[config.mk]
export PLATFORM = sky130hd
export DESIGN_NAME = dmbd_cell
export DESIGN_NICKNAME = d
export VERILOG_FILES = /design/src/sv/dmbd_pkg.sv /design/src/sv/dmbd_cell.sv
export SDC_FILE = /design/constraint.sdc
export NUM_CORES = 1
export LEC_CHECK = 0
export ABC_AREA = 1
export BUFFER_PORTS_ARGS = -buffer_cell sky130_fd_sc_hd__buf_2
export CAP_MARGIN = 40
export CORE_MARGIN = 2
export CORE_UTILIZATION = 38
export DETAILED_ROUTE_END_ITERATION = 10
export PLACE_DENSITY = 0.69
export SYNTH_ARGS = -nofsm -noshare
export SYNTH_HDL_FRONTEND = slang
export SYNTH_SLANG_ARGS = --single-unit
[constraint.sdc]
create_clock -name clk -period 12.8 [get_ports clk]
set_clock_uncertainty 0.05 [all_clocks]
set_input_delay 1.28 -clock clk [delete_from_list [all_inputs] [get_ports clk]]
set_output_delay 1.28 -clock clk [all_outputs]
set_load 0.05 [all_outputs]
[src/sv/dmbd_pkg.sv]
package dmbd_pkg;

  localparam int unsigned DEFAULT_TABLE_DEPTH = 64;
  localparam int unsigned CAP_W = 7;
  localparam logic [CAP_W-1:0] CAP_RESET = 7'd64;
  localparam logic [47:0] BCAST_MAC = 48'hFFFF_FFFF_FFFF;

  typedef struct packed {
    logic        new_table;
    logic [31:0] ip_address;
    logic [47:0] mac_address;
  } in_t;

  typedef struct packed {
    logic             anomaly;
    logic [CAP_W-1:0] entry_count;
    logic             dropped;
  } out_t;

  // request travelling down the cell row
  typedef struct packed {
    logic             valid;
    logic             check;
    logic             hit;
    logic [CAP_W-1:0] count;
    logic [31:0]      ip;
    logic [47:0]      mac;
  } token_t;

endpackage

[src/sv/dmbd_cell.sv]
module dmbd_cell #(
  parameter int unsigned INDEX = 0
) (
  input  logic            clk,
  input  logic            rst,
  input  dmbd_pkg::token_t token_in,
  output dmbd_pkg::token_t token_out
);
  import dmbd_pkg::*;

  logic [47:0] mac;
  logic [31:0] ip;
  logic        occupied;
  logic        conflict;
  token_t      token_next;

  // entry is part of the current table only below the request's count
  assign occupied = 32'(token_in.count) > INDEX;
  assign conflict = token_in.check && occupied && (mac == token_in.mac) && (ip != token_in.ip);

  always_comb begin
    token_next = token_in;
    token_next.hit = token_in.hit | conflict;
  end

  always_ff @(posedge clk) begin
    if (rst) begin
      token_out.valid <= 1'b0;
    end else begin
      token_out.valid <= token_next.valid;
    end
    token_out.check <= token_next.check;
    token_out.hit   <= token_next.hit;
    token_out.count <= token_next.count;
    token_out.ip    <= token_next.ip;
    token_out.mac   <= token_next.mac;
    if (token_in.valid && (32'(token_in.count) == INDEX)) begin
      mac <= token_in.mac;
      ip  <= token_in.ip;
    end
  end

endmodule

==> report_table.html <==
<table>
<tr><th>Metric</th><th>Value</th></tr>
<tr><th colspan="2">Global routing</th></tr>
<tr><td>Overall fraction of global-route tracks in use</td><td>0.135</td></tr>
<tr><td>Antenna violations before repair</td><td>0</td></tr>
<tr><td>Largest net degree at the start of global routing</td><td>45</td></tr>
<tr><td>Global-route wire length before repair</td><td>16.4 mm</td></tr>
<tr><td>Vias in the first global route</td><td>3,398</td></tr>
<tr><td>Leftover overflow at the end of global routing</td><td>0</td></tr>
<tr><th colspan="2">Placement</th></tr>
<tr><td>Final weighted congestion in routability-driven placement</td><td>0.686</td></tr>
<tr><td>HPWL reported at the end of detailed placement</td><td>7.61 mm</td></tr>
<tr><td>Buffers added on ports</td><td>181</td></tr>
<tr><td>Worst-case setup slack after placement</td><td>9900 ps</td></tr>
<tr><td>Placed insts</td><td>855</td></tr>
<tr><th colspan="2">Route</th></tr>
<tr><td>Starting DRT DRC Count</td><td>137</td></tr>
<tr><td>Final routed wire length divided by cell count</td><td>between 10 and 15 um</td></tr>
<tr><td>Total met3 wirelength after detailed routing</td><td>839 um</td></tr>
<tr><td>Count of antenna-violating nets left after detailed routing</td><td>0</td></tr>
<tr><td>DR WL met2</td><td>4.85 mm</td></tr>
<tr><td>Drt first pass iters</td><td>4</td></tr>
<tr><td>Average vias per placed instance</td><td>4.13</td></tr>
<tr><td>Wirelength, routed</td><td>10.4 mm</td></tr>
<tr><td>Via count</td><td>3,664</td></tr>
<tr><td>Highest metal layer with signal wires</td><td>met4</td></tr>
<tr><td>Sum of routed wire segments on met1</td><td>4.54 mm</td></tr>
<tr><td>Post-route DRC violation count</td><td>0</td></tr>
<tr><th colspan="2">Die</th></tr>
<tr><td>Core region area</td><td>0.0145 mm^2</td></tr>
<tr><td>Starting density of the core</td><td>0.387</td></tr>
<tr><td>Die area</td><td>0.0157 mm^2</td></tr>
<tr><td>DIE HEIGHT</td><td>approximately 130 um</td></tr>
<tr><td>Horizontal die dimension</td><td>125 um</td></tr>
<tr><td>I/O pin count</td><td>roughly 180</td></tr>
<tr><td>Cell row count</td><td>44</td></tr>
<tr><th colspan="2">Timing</th></tr>
<tr><td>Setup repair after global routing missed its margin</td><td>no</td></tr>
<tr><td>PnR worst setup slack</td><td>10,350 ps</td></tr>
<tr><td>Final setup vio count</td><td>0</td></tr>
<tr><td>Time the worst path needs with I/O delays and setup</td><td>2450 ps</td></tr>
<tr><td>Slew Viols, Final</td><td>0</td></tr>
<tr><td>Worst hold slack</td><td>711 ps</td></tr>
<tr><td>Max Clock Freq</td><td>409 MHz</td></tr>
<tr><td>Fin crit share</td><td>0.191</td></tr>
<tr><td>Slew @ Worst Pin</td><td>roughly 520 ps</td></tr>
<tr><td>Count of endpoints failing hold in the final timing report</td><td>0</td></tr>
<tr><td>Rel. slew slack</td><td>0.651</td></tr>
<tr><td>Total negative slack</td><td>0 ps</td></tr>
<tr><th colspan="2">CTS</th></tr>
<tr><td>Root buffer selected by CTS</td><td>clkbuf_16</td></tr>
<tr><td>Clock buffer count from CTS</td><td>17</td></tr>
<tr><td>Max H-tree Level</td><td>4</td></tr>
<tr><td>Bufs on Longest Clock Path</td><td>2</td></tr>
<tr><td>Cts repair resizes</td><td>0</td></tr>
<tr><td>Clock tree from TritonCTS</td><td>done</td></tr>
<tr><td>CTS Hold Bufs</td><td>0</td></tr>
<tr><td>Setup Buffers After CTS</td><td>0</td></tr>
<tr><td>Total clock sinks</td><td>170</td></tr>
<tr><td>Worst skew pair latency</td><td>roughly 420 ps</td></tr>
<tr><td>Clock transition at the registers of the reported paths</td><td>60 ps</td></tr>
<tr><th colspan="2">Cells and area</th></tr>
<tr><td>Final std cells w/o fill</td><td>slightly below 900</td></tr>
<tr><td>Net count, final</td><td>782</td></tr>
<tr><td>Share of layout cells above drive strength 1</td><td>0.314</td></tr>
<tr><td>Area taken by flip-flops and latches</td><td>roughly 0.0042 mm^2</td></tr>
<tr><td>Multi-input logic area</td><td>0.00112 mm^2</td></tr>
<tr><td>Fillers</td><td>1,324</td></tr>
<tr><td>Diode insertion count for antenna repair</td><td>0</td></tr>
<tr><td>Fin util</td><td>0.510</td></tr>
<tr><td>Top library cells by usage in the layout, fill and taps aside</td><td>181 x buf_2, 146 x nand2_1, 90 x dfxtp_1, 80 x edfxtp_1, 72 x inv_1</td></tr>
<tr><td>Area growth, synth to finish</td><td>31.6%</td></tr>
<tr><td>Most common library cell in the layout ignoring fill and taps</td><td>buf_2</td></tr>
<tr><th colspan="2">Synthesis</th></tr>
<tr><td>Cell Area, Synth</td><td>0.00561 mm^2</td></tr>
<tr><td>Synth Net Count</td><td>580</td></tr>
<tr><td>Sequential-to-total area share from yosys stat</td><td>0.750</td></tr>
<tr><td>Share of cell area taken by muxes after synthesis</td><td>0</td></tr>
<tr><td>Number of distinct standard cells referenced by the synthesized netlist</td><td>14</td></tr>
<tr><td>Synthesized-area fraction occupied by ao, oa, aoi and oai cells</td><td>0.00803</td></tr>
<tr><td>Warnings, synthesis</td><td>0</td></tr>
<tr><td>Fraction of the mapped netlist area in adder cells</td><td>0</td></tr>
<tr><td>Synthesized flop and latch total</td><td>170</td></tr>
<tr><td>Simple-gate area share of the yosys netlist</td><td>0.135</td></tr>
<tr><td>Xor-xnor portion of the synthesized cell area</td><td>0.0562</td></tr>
<tr><td>Synthesized instance count</td><td>488</td></tr>
<tr><td>Main combinational cell family by area after synthesis</td><td>simple AND/OR/NAND/NOR gates</td></tr>
<tr><td>Synthesized area divided by synthesized cell count</td><td>11.5 um^2</td></tr>
<tr><th colspan="2">Setup path</th></tr>
<tr><td>Crit Path Class</td><td>input pin to flop</td></tr>
<tr><td>Slowest cell on the critical path</td><td>buf_4</td></tr>
<tr><td>Highest net fanout along the worst path</td><td>44</td></tr>
<tr><td>Critical path startpoint category</td><td>input pin</td></tr>
<tr><td>Largest stage delay on the critical path</td><td>approximately 450 ps</td></tr>
<tr><td>Worst setup EP type</td><td>flop</td></tr>
<tr><td>Data required, critical path</td><td>12,850 ps</td></tr>
<tr><td>Chain of cells forming the critical path</td><td>buf_2 &gt; nor2_1 &gt; nand2_1 &gt; nor3_2 &gt; buf_4 &gt; buf_12</td></tr>
<tr><td>Arrival time of the worst setup path</td><td>around 2500 ps</td></tr>
<tr><th colspan="2">Pwr</th></tr>
<tr><td>P_int</td><td>roughly 0.92 mW</td></tr>
<tr><td>Total power divided by cell area</td><td>about 160 mW/mm^2</td></tr>
<tr><td>Combinational share of power</td><td>0.092</td></tr>
<tr><td>Leakage power total</td><td>about 3.4 nW</td></tr>
<tr><td>Power dissipated by switching net loads</td><td>a little under 0.3 mW</td></tr>
<tr><td>Sequential power share</td><td>0.486</td></tr>
<tr><td>Switching part of the total</td><td>0.241</td></tr>
<tr><td>IR drop worst, VDD</td><td>0.125 mV</td></tr>
<tr><td>Clock network fraction of design power</td><td>0.423</td></tr>
<tr><th colspan="2">Flow run</th></tr>
<tr><td>Number of violations of the max-capacitance limit</td><td>0</td></tr>
<tr><th colspan="2">Min path</th></tr>
<tr><td>Hold/Removal Path Class</td><td>flop to flop</td></tr>
<tr><th colspan="2">Run status</th></tr>
<tr><td>Status</td><td>completed</td></tr>
</table>
==> per-stage QoR <==
| step | power [mW] | instance area [um^2] |
|---|---|---|
| final | 1.21 | 7380 |
| after global routing | 1.26 | 7380 |
| after CTS | 1.23 | 7380 |
| after detailed placement | 0.712 | 6780 |
| after global placement | 0.710 | 6760 |
| after floorplan | 0.671 | 5610 |
==> power by group through the flow <==
stage | Clock, mW | Combinational [mW] | Sequential, mW
finish | 0.511 | 0.111 | 0.588
global placement | 0 | 0.111 | 0.599
floorplan | 0 | 0.0167 | 0.654
CTS | 0.526 | 0.113 | 0.588
detailed placement | 0 | 0.112 | 0.600
global route | 0.551 | 0.119 | 0.589
==> worst paths after layout <==
path,startpoint,to,slack [ps],cells past startpoint
setup / recovery,token_in[80],mac[27],10350,6
hold / removal,mac[44],token_out[87],710,7
hold reg to reg,mac[44],token_out[87],710,7
setup reg to reg,ip[30],token_out[87],11470,8
==> cell families (layout without fill, tap and decap cells) <==
logic type,Yosys count,in the layout
AOI/OAI and AO/OA,8,8
buffers and inverters,76,291
DFF,170,170
and+or+nand+nor,198,198
xor gates and xnor gates,36,36
==> cell usage after synthesis <==
| library cell | count | area share |
|---|---|---|
| inv_2 | 4 | 0.0027 |
| o22ai_1 | 4 | 0.0045 |
| nor2_1 | 44 | 0.029 |
| o21ai_1 | 4 | 0.0036 |
| nor3_1 | 1 | 0.00089 |
| or2_1 | 2 | 0.0022 |
| nand3_1 | 4 | 0.0036 |
| nor2_2 | 1 | 0.0011 |
| inv_1 | 72 | 0.048 |
| nand2_1 | 146 | 0.098 |
| dfxtp_1 | 90 | 0.32 |
| xor2_1 | 1 | 0.0016 |
| xnor2_1 | 35 | 0.055 |
| edfxtp_1 | 80 | 0.43 |
==> sequential cells by signal, indices dropped and copies added (netlist names) <==
name / count
mac: 48
ip: 32
token_out: 90
==> area by class of cell <==
cell class | instances | share of cell area
Timing Repair Buffer | 183 | 0.126
Clock inverter | 13 | 0.0190
Tap cell | 184 | 0.0312
Inverter | 76 | 0.0387
Clock buffer | 19 | 0.0629
Sequential cell | 170 | 0.570
Multi-Input combinational cell | 242 | 0.152
==> layer usage <==
layer / vias up / track usage
li1: 1912 / -
met1: 1623 / 0.165
met2: 118 / 0.215
met3: 11 / 0.0586
met4: 0 / 0.0490
met5: - / 0
==> worst max-delay path: cells and delay by family <==
family,cells,cell delay [ps]
and+or+nand+nor,3,320
buffers and inverters,3,860
Power figures use the tool's default switching activity.
